===== src/rtl/ftu_pkg.sv =====
// Shared types, constants and calendar tables for the FAT timestamp converter.
package ftu_pkg;

   localparam int DATE_W = 16;
   localparam int TIME_W = 16;
   localparam int SECS_W = 31;
   localparam int TZ_W   = 12;
   localparam int DAYS_W = 16;
   localparam int TOD_W  = 17;
   localparam int ADJ_W  = 18;
   localparam int SUM_W  = 33;

   localparam logic [SECS_W-1:0] SAT_MAX   = 31'h7fff_ffff;
   // Largest whole day count and remaining seconds that still fit below SAT_MAX.
   localparam logic [DAYS_W-1:0] DAY_LIMIT = 16'd24855;
   localparam logic [TOD_W-1:0]  TOD_LIMIT = 17'd11647;

   localparam logic signed [TZ_W-1:0] TZ_MAX = 12'sd1440;
   localparam logic signed [TZ_W-1:0] TZ_MIN = -12'sd1440;

   // Year offsets from 1980 that touch the 2100 century rule.
   localparam logic [6:0] YEAR_2100      = 7'd120;
   localparam logic [6:0] YEAR_2100_NEXT = 7'd121;

   // Register index of the zone offset on the configuration port.
   localparam logic REG_TZ = 1'b0;

   typedef struct packed {
      logic load;
      logic decode;
      logic scale;
      logic adjust;
   } ftu_cmd_type;

   function automatic logic [4:0] month_len(input logic [3:0] month);
      logic [4:0] len;
      case (month)
         4'd1:    len = 5'd31;
         4'd2:    len = 5'd28;
         4'd3:    len = 5'd31;
         4'd4:    len = 5'd30;
         4'd5:    len = 5'd31;
         4'd6:    len = 5'd30;
         4'd7:    len = 5'd31;
         4'd8:    len = 5'd31;
         4'd9:    len = 5'd30;
         4'd10:   len = 5'd31;
         4'd11:   len = 5'd30;
         4'd12:   len = 5'd31;
         default: len = 5'd0;
      endcase
      return len;
   endfunction

   // Days in a common year before the first of the month.
   function automatic logic [8:0] month_start(input logic [3:0] month);
      logic [8:0] start_day;
      case (month)
         4'd1:    start_day = 9'd0;
         4'd2:    start_day = 9'd31;
         4'd3:    start_day = 9'd59;
         4'd4:    start_day = 9'd90;
         4'd5:    start_day = 9'd120;
         4'd6:    start_day = 9'd151;
         4'd7:    start_day = 9'd181;
         4'd8:    start_day = 9'd212;
         4'd9:    start_day = 9'd243;
         4'd10:   start_day = 9'd273;
         4'd11:   start_day = 9'd304;
         4'd12:   start_day = 9'd334;
         default: start_day = 9'd0;
      endcase
      return start_day;
   endfunction

endpackage


===== src/rtl/ftu_ctrl.sv =====
// Sequencer that steps one conversion through decode, scale and zone adjust.
module ftu_ctrl
   import ftu_pkg::*;
(
   input  logic        clock,
   input  logic        reset,
   input  logic        start,
   output logic        busy,
   output ftu_cmd_type cmd,
   output logic        rsp_strobe
);

   typedef enum logic [3:0] {
      ST_IDLE   = 4'b0001,
      ST_DECODE = 4'b0010,
      ST_SCALE  = 4'b0100,
      ST_ADJUST = 4'b1000
   } state_type;

   state_type state_ff, state_in;
   logic      strobe_ff, strobe_in;

   always_comb begin
      state_in   = state_ff;
      strobe_in  = 1'b0;
      cmd        = '0;
      unique case (state_ff)
         ST_IDLE: begin
            if (start) begin
               cmd.load = 1'b1;
               state_in = ST_DECODE;
            end
         end
         ST_DECODE: begin
            cmd.decode = 1'b1;
            state_in   = ST_SCALE;
         end
         ST_SCALE: begin
            cmd.scale = 1'b1;
            state_in  = ST_ADJUST;
         end
         ST_ADJUST: begin
            cmd.adjust = 1'b1;
            strobe_in  = 1'b1;
            state_in   = ST_IDLE;
         end
         default: begin
            state_in = ST_IDLE;
         end
      endcase
   end

   always_ff @(posedge clock) begin
      if (reset) begin
         state_ff  <= ST_IDLE;
         strobe_ff <= 1'b0;
      end else begin
         state_ff  <= state_in;
         strobe_ff <= strobe_in;
      end
   end

   assign busy       = (state_ff != ST_IDLE);
   assign rsp_strobe = strobe_ff;

endmodule


===== src/rtl/ftu_datapath.sv =====
// Field decode, day count, scaling to seconds, and zone adjust with clamping.
module ftu_datapath
   import ftu_pkg::*;
(
   input  logic                     clock,
   input  ftu_cmd_type              cmd,
   input  logic [DATE_W-1:0]        req_dos_date,
   input  logic [TIME_W-1:0]        req_dos_time,
   input  logic signed [TZ_W-1:0]   tz_minutes_west,
   output logic [SECS_W-1:0]        rsp_unix_seconds
);

   logic [DATE_W-1:0] date_ff;
   logic [TIME_W-1:0] time_ff;

   logic [6:0] year_off;
   logic [3:0] month;
   logic [4:0] day;
   logic [4:0] hour;
   logic [5:0] minute;
   logic [4:0] sec_half;
   logic       leap;
   logic       leap_bump;
   logic [4:0] day_limit;
   logic [5:0] leap_cnt;
   logic [7:0] year_plus3;
   logic [DAYS_W-1:0] year_days;

   logic              valid_ff, valid_in;
   logic [DAYS_W-1:0] days_ff, days_in;
   logic [TOD_W-1:0]  tod_ff, tod_in;

   logic [SUM_W-1:0]        product;
   logic                    tz_ok;
   logic signed [ADJ_W-1:0] tz_ext;
   logic                    sat_ff, sat_in;
   logic [SECS_W-1:0]       total_ff, total_in;
   logic signed [ADJ_W-1:0] adj_ff, adj_in;

   logic signed [SUM_W-1:0] sum_s;
   logic [SECS_W-1:0]       result_ff, result_in;

   always_ff @(posedge clock) begin
      if (cmd.load) begin
         date_ff <= req_dos_date;
         time_ff <= req_dos_time;
      end
   end

   // Decode: check fields and count days since 1970.
   always_comb begin
      year_off  = date_ff[15:9];
      month     = date_ff[8:5];
      day       = date_ff[4:0];
      hour      = time_ff[15:11];
      minute    = time_ff[10:5];
      sec_half  = time_ff[4:0];

      // 1980 is a leap year, so the offset's low bits follow the four-year rule.
      leap      = (year_off[1:0] == 2'b00) && (year_off != YEAR_2100);
      leap_bump = leap && (month > 4'd2);
      day_limit = month_len(month) + {4'd0, (month == 4'd2) && leap};

      valid_in  = (month != 4'd0) && (month <= 4'd12) && (day != 5'd0) &&
                  (hour <= 5'd23) && (minute <= 6'd59) && (sec_half <= 5'd29) &&
                  (day <= day_limit);

      // Leap days between 1970 and the start of the year: 1972 and 1976 plus
      // one per four years from 1980, less one once 2100 has passed.
      year_plus3 = {1'b0, year_off} + 8'd3;
      leap_cnt   = 6'd2 + year_plus3[7:2] -
                   {5'd0, (year_off >= YEAR_2100_NEXT)};
      year_days  = ({9'd0, year_off} + DAYS_W'(10)) * DAYS_W'(365) +
                   DAYS_W'(leap_cnt);

      days_in = year_days + DAYS_W'(month_start(month)) + DAYS_W'(leap_bump) +
                DAYS_W'(day) - DAYS_W'(1);
      tod_in  = TOD_W'(hour) * TOD_W'(3600) + TOD_W'(minute) * TOD_W'(60) +
                TOD_W'({sec_half, 1'b0});
   end

   always_ff @(posedge clock) begin
      if (cmd.decode) begin
         valid_ff <= valid_in;
         days_ff  <= days_in;
         tod_ff   <= tod_in;
      end
   end

   // Scale: days to seconds, saturation check, zone offset to seconds.
   always_comb begin
      sat_in   = (days_ff > DAY_LIMIT) ||
                 ((days_ff == DAY_LIMIT) && (tod_ff > TOD_LIMIT));
      product  = SUM_W'(days_ff) * SUM_W'(86400) + SUM_W'(tod_ff);
      total_in = product[SECS_W-1:0];
      tz_ok    = (tz_minutes_west >= TZ_MIN) && (tz_minutes_west <= TZ_MAX);
      tz_ext   = {{(ADJ_W-TZ_W){tz_minutes_west[TZ_W-1]}}, tz_minutes_west};
      adj_in   = tz_ok ? (tz_ext * 18'sd60) : '0;
   end

   always_ff @(posedge clock) begin
      if (cmd.scale) begin
         sat_ff   <= sat_in;
         total_ff <= total_in;
         adj_ff   <= adj_in;
      end
   end

   // Adjust: apply the offset, then clamp to the unsigned 31-bit range; invalid fields give 0.
   always_comb begin
      sum_s = $signed({2'b00, total_ff}) +
              $signed({{(SUM_W-ADJ_W){adj_ff[ADJ_W-1]}}, adj_ff});
      if (!valid_ff) begin
         result_in = '0;
      end else if (sat_ff) begin
         result_in = SAT_MAX;
      end else if (sum_s[SUM_W-1]) begin
         result_in = '0;
      end else if (sum_s[SUM_W-2:SECS_W] != '0) begin
         result_in = SAT_MAX;
      end else begin
         result_in = sum_s[SECS_W-1:0];
      end
   end

   always_ff @(posedge clock) begin
      if (cmd.adjust) begin
         result_ff <= result_in;
      end
   end

   assign rsp_unix_seconds = result_ff;

endmodule


===== src/rtl/fat_timestamp_to_unix_seconds_unit.sv =====
// Top level of the FAT date/time to Unix seconds converter with its zone register.
//
//   channel   ports                                       transfer when
//   request   start, busy, req_dos_date, req_dos_time     start high, busy low
//   result    rsp_strobe, rsp_unix_seconds                rsp_strobe high
//   config    psel, penable, pwrite, paddr, pwdata, ...   psel, penable, pwrite, pready
//
// Each conversion runs the request transfer, then decode, scale and adjust in
// that order, stepped by the controller's state machine.
// A new request may transfer in the cycle the result strobe is high.
// Reset is synchronous and returns the controller to idle and the zone offset to 0.
// The result strobe is high for one cycle only; the receiver cannot stall it.
module fat_timestamp_to_unix_seconds_unit
   import ftu_pkg::*;
(
   input  logic               clock,
   input  logic               reset,
   input  logic               start,
   output logic               busy,
   input  logic [DATE_W-1:0]  req_dos_date,
   input  logic [TIME_W-1:0]  req_dos_time,
   output logic               rsp_strobe,
   output logic [SECS_W-1:0]  rsp_unix_seconds,
   input  logic               psel,
   input  logic               penable,
   input  logic               pwrite,
   input  logic [2:0]         paddr,
   input  logic [31:0]        pwdata,
   output logic [31:0]        prdata,
   output logic               pready
);

   ftu_cmd_type           cmd;
   logic signed [TZ_W-1:0] tz_ff;
   logic                   csr_write;

   assign pready    = 1'b1;
   assign csr_write = psel && penable && pwrite && pready;

   always_ff @(posedge clock) begin
      if (reset) begin
         tz_ff <= '0;
      end else if (csr_write && (paddr[2] == REG_TZ)) begin
         tz_ff <= pwdata[TZ_W-1:0];
      end
   end

   assign prdata = (paddr[2] == REG_TZ) ? {{(32-TZ_W){tz_ff[TZ_W-1]}}, tz_ff} : '0;

   ftu_ctrl u_ctrl (
      .clock      (clock),
      .reset      (reset),
      .start      (start),
      .busy       (busy),
      .cmd        (cmd),
      .rsp_strobe (rsp_strobe)
   );

   ftu_datapath u_datapath (
      .clock            (clock),
      .cmd              (cmd),
      .req_dos_date     (req_dos_date),
      .req_dos_time     (req_dos_time),
      .tz_minutes_west  (tz_ff),
      .rsp_unix_seconds (rsp_unix_seconds)
   );

endmodule

===== config.mk =====
export PLATFORM = sky130hd
export DESIGN_NAME = fat_timestamp_to_unix_seconds_unit
export DESIGN_NICKNAME = d
export VERILOG_FILES = /design/src/rtl/ftu_pkg.sv /design/src/rtl/ftu_ctrl.sv /design/src/rtl/ftu_datapath.sv /design/src/rtl/fat_timestamp_to_unix_seconds_unit.sv
export SDC_FILE = /design/constraint.sdc
export NUM_CORES = 1
export LEC_CHECK = 0
export BUFFER_PORTS_ARGS = -buffer_cell sky130_fd_sc_hd__buf_2
export CORE_ASPECT_RATIO = 1.75
export CORE_MARGIN = 3
export CORE_UTILIZATION = 43
export DETAILED_ROUTE_END_ITERATION = 16
export MAX_ROUTING_LAYER = met4
export PLACE_DENSITY = 0.66
export SYNTH_ARGS = -nofsm -noshare
export SYNTH_HDL_FRONTEND = slang
export SYNTH_SLANG_ARGS = --single-unit

===== constraint.sdc =====
create_clock -name clock -period 7.3 [get_ports clock]
set_clock_uncertainty 0.1 [all_clocks]
set_input_delay 0.73 -clock clock [delete_from_list [all_inputs] [get_ports clock]]
set_output_delay 0.73 -clock clock [all_outputs]
set_load 0.05 [all_outputs]

==> flow_summary_export.csv <==
group,metric,value,unit
setup_path,cp.buffers_inverters,3,
sta,worstMarginPinSlew,1.24,ns
setup_path,crit_end,"u_datapath.days_ff[14]$_DFFE_PP_",
synthesis,ys_async_sr_fraction,0,
setup_path,cpLargestDelayFamily,"adder cells",
sta,hold_viol,0,
setup_path,r2r_slack,0.63,ns
grt,grt.total_usage,0.162,
drt,dr.pass1.iters,5,
clock_tree,cts_setup_buffers,0,
setup_path,cp-start-kind,"flip-flop",
layout,fin_util,0.478,
grt,antenna_found_initial,0,
synthesis,syn-num-nets,2123,
drt,detail-route-antenna-nets,0,
flow_run,max_cap_viol_count,0,
clock_tree,cts.repair.resized,0,
setup_path,r2r_cells,23,
clock_tree,clock_path_buffers,2,
die,die_y,267,um
clock_tree,insertion_delay,0.44,ns
synthesis,yosys_warnings,0,
clock_tree,root_buffer,"clkbuf_16",
setup_path,r2r-start,"u_datapath.date_ff[10]$_DFFE_PP_",
setup_path,startpoint,"u_datapath.date_ff[10]$_DFFE_PP_",
clock_tree,cts_inserted_buffers,17,
sta,rsz0062_at_grt,"false",
grt,grt_pass1_wl,53800,um
setup_path,r2r_end,"u_datapath.days_ff[14]$_DFFE_PP_",
layout,diodes,0,
die,die_x,155,um
drt,vias,11500,
die,core-area,0.0385,mm^2
die,ioPinCount,139,
layout,final_cell_mix,"ha_1, inv_1, edfxtp_1, a21oi_1, buf_2",
layout,layout_commonest_cell,"ha_1",
setup_path,path_depth,23,
setup_path,end_kind,"flip-flop",
clock_tree,cts_tree,"done",
setup_path,slowest_delay,0.49,ns
sta,drv_slew,0,
die,start_util,0.436,
layout,final_net_count,2221,
clock_tree,path_clk_slew,0.07,ns
place,hpwl,26900,um
synthesis,yosysSeqAreaShare,0.290,
sta,min_period,6.67,ns
synthesis,ys.flop_type,"edfxtp_1",
synthesis,ys_seq_elements,172,
place,port_buffers,115,
status,outcome,"completed",
sta,setup_violations,0,
grt,grt_overflow,0,
setup_path,crit_chain,"inv_1 > ha_1 > a21oi_1 > nor2_1 > xor2_1 > inv_1 > ha_1 > a211oi_1 > xor2_1 > fa_1 > inv_1 > fa_1 > fa_1 > fa_1 > ha_1 > nor2b_1 > o21ai_0 > a21boi_0 > o21ai_0 > a21boi_0 > o2111ai_1 > a31oi_1 > xor2_1",
place,place_congestion,0.871,
die,fp.dieArea,0.0416,mm^2
grt,grt_max_degree,48,
drt,wire_per_inst,14.1,um
sta,fin_tns_setup,0,ns
sta,clock.fmax,150,MHz
drt,drc,0,
sta,slew-limit-headroom,0.172,
grt,grt_pass1_vias,11900,
die,rows,95,
synthesis,yosysUniqueCellTypes,70,
clock_tree,cts_max_level,4,
synthesis,synth_edf_count,143,
setup_path,crit_type,"flip-flop to flip-flop",
drt,drtIter0Drc,353,
synthesis,avgSynthCellArea,10.2,um^2
setup_path,crit_top_cell,"fa_1",
synthesis,synth_cells,1653,
layout,drive_above_1_share,0.107,
drt,via_per_inst,5.12,
clock_tree,clock-sinks,172,
layout,area_growth,9.58,%
setup_path,worstPathArrival,6.76,ns
setup_path,worstPathRequired,7.39,ns
clock_tree,holdBufCountCts,0,
sta,finalCritPeriodShare,0.914,
setup_path,crit_fanout,9,
synthesis,syn_area,0.0168,mm^2
drt,wl,31600,um
setup_path,critPathSlowestCell,"fa_1",
hold_path,min_path_type,"primary input to flip-flop",
-- final cells by class --
| type | instances | area, um^2 |
|---|---|---|
| Sequential cell | 172 | 4870 |
| Tap cell | 485 | 607 |
| Inverter | 246 | 923 |
| Clock buffer | 21 | 503 |
| Timing Repair Buffer | 122 | 628 |
| Fill cell | 3621 | 20100 |
| Multi-Input combinational cell | 1192 | 10800 |
| Clock inverter | 11 | 109 |
-- worst register-to-register path, cell delays in order, from the launching register on --
cell,delay [ns]
edfxtp_1,0.44
inv_1,0.21
ha_1,0.26
a21oi_1,0.34
nor2_1,0.11
xor2_1,0.29
inv_1,0.11
ha_1,0.23
a211oi_1,0.31
xor2_1,0.23
fa_1,0.43
inv_1,0.08
fa_1,0.43
fa_1,0.48
fa_1,0.49
ha_1,0.35
nor2b_1,0.14
o21ai_0,0.22
a21boi_0,0.17
o21ai_0,0.23
a21boi_0,0.19
o2111ai_1,0.28
a31oi_1,0.14
xor2_1,0.16
-- stage by stage --
| step | std cells | cell area (um^2) | setup slack (ns) | hold slack (ns) |
|---|---|---|---|---|
| 3_5_place_dp | 2217 | 17800 | 0.654 | 0.340 |
| 4_1_cts | 2249 | 18400 | 0.618 | 0.325 |
| 3_3_place_gp | 2217 | 17800 | 0.801 | 0.332 |
| 5_1_grt | 2249 | 18400 | 0.177 | 0.327 |
| 6_report | 2249 | 18400 | 0.626 | 0.354 |
| 2_1_floorplan | 1653 | 16800 | 1.22 | 0.300 |
-- synthesized netlist by cell type, drive strengths merged, types with 17 or more instances --
cell | number | area (um^2)
nand2 | 99 | 372
nor2 | 96 | 368
o21bai | 17 | 128
xnor2 | 101 | 911
xor2 | 36 | 315
a21o | 36 | 270
buf | 27 | 200
nand3 | 19 | 95.1
edfxtp | 143 | 4290
fa | 111 | 2220
dfxtp | 29 | 581
a21oi | 131 | 674
nor2b | 20 | 125
nor3 | 18 | 90.1
ha | 286 | 3580
o21ai | 57 | 285
inv | 246 | 923
-- cell families (layout without fill, tap and decap cells) --
logic type / count (synthesis) / after routing / share of synthesized area
AOI/OAI and AO/OA: 325 / 325 / 0.123
xor gates and xnor gates: 137 / 137 / 0.0730
adders and majority gates: 397 / 397 / 0.345
buffers and inverters: 289 / 400 / 0.0705
DFF: 172 / 172 / 0.290
muxes: 10 / 10 / 0.00626
other: 1 / 1 / 0.000223
and+or+nand+nor: 322 / 322 / 0.0922
-- state kept, by name, indices dropped and copies added (netlist names), named ones only --
register and cells:
u_datapath.rsp_unix_seconds 31, u_datapath.total_ff 30, u_datapath.adj_ff 16, u_datapath.date_ff 16
u_datapath.days_ff 16, u_datapath.time_ff 16, u_datapath.tod_ff 16, tz_ff 12
u_ctrl.state_ff 4, u_ctrl.rsp_strobe 1, u_datapath.sat_ff 1, u_datapath.valid_ff 1
-- metal layers --
layer / routed length [um] / track usage / vias to the layer above
li1: - / - / 5849
met1: 11600 / 0.156 / 5488
met2: 18600 / 0.321 / 118
met3: 663 / 0.0222 / 53
met4: 862 / 0.0613 / 0
met5: 0 / - / -
-- how the worst min path moves through the flow --
stage                                  endpoint                       startpoint  slack [ns]  depth (start not counted)
6_report        u_datapath.date_ff[4]$_DFFE_PP_                  req_dos_date[4]        0.35                          1
5_1_grt        u_datapath.date_ff[15]$_DFFE_PP_                 req_dos_date[15]        0.33                          1
4_1_cts         u_datapath.time_ff[3]$_DFFE_PP_                  req_dos_time[3]        0.32                          1
3_5_place_dp     u_datapath.tod_ff[1]$_DFFE_PP_  u_datapath.time_ff[0]$_DFFE_PP_        0.34                          0
3_3_place_gp     u_datapath.tod_ff[1]$_DFFE_PP_  u_datapath.time_ff[0]$_DFFE_PP_        0.33                          0
2_1_floorplan    u_datapath.tod_ff[1]$_DFFE_PP_  u_datapath.time_ff[0]$_DFFE_PP_        0.30                          0
Power is not shown: default switching activity piles up to over one toggle a cycle in this logic, so the estimate is an artifact.
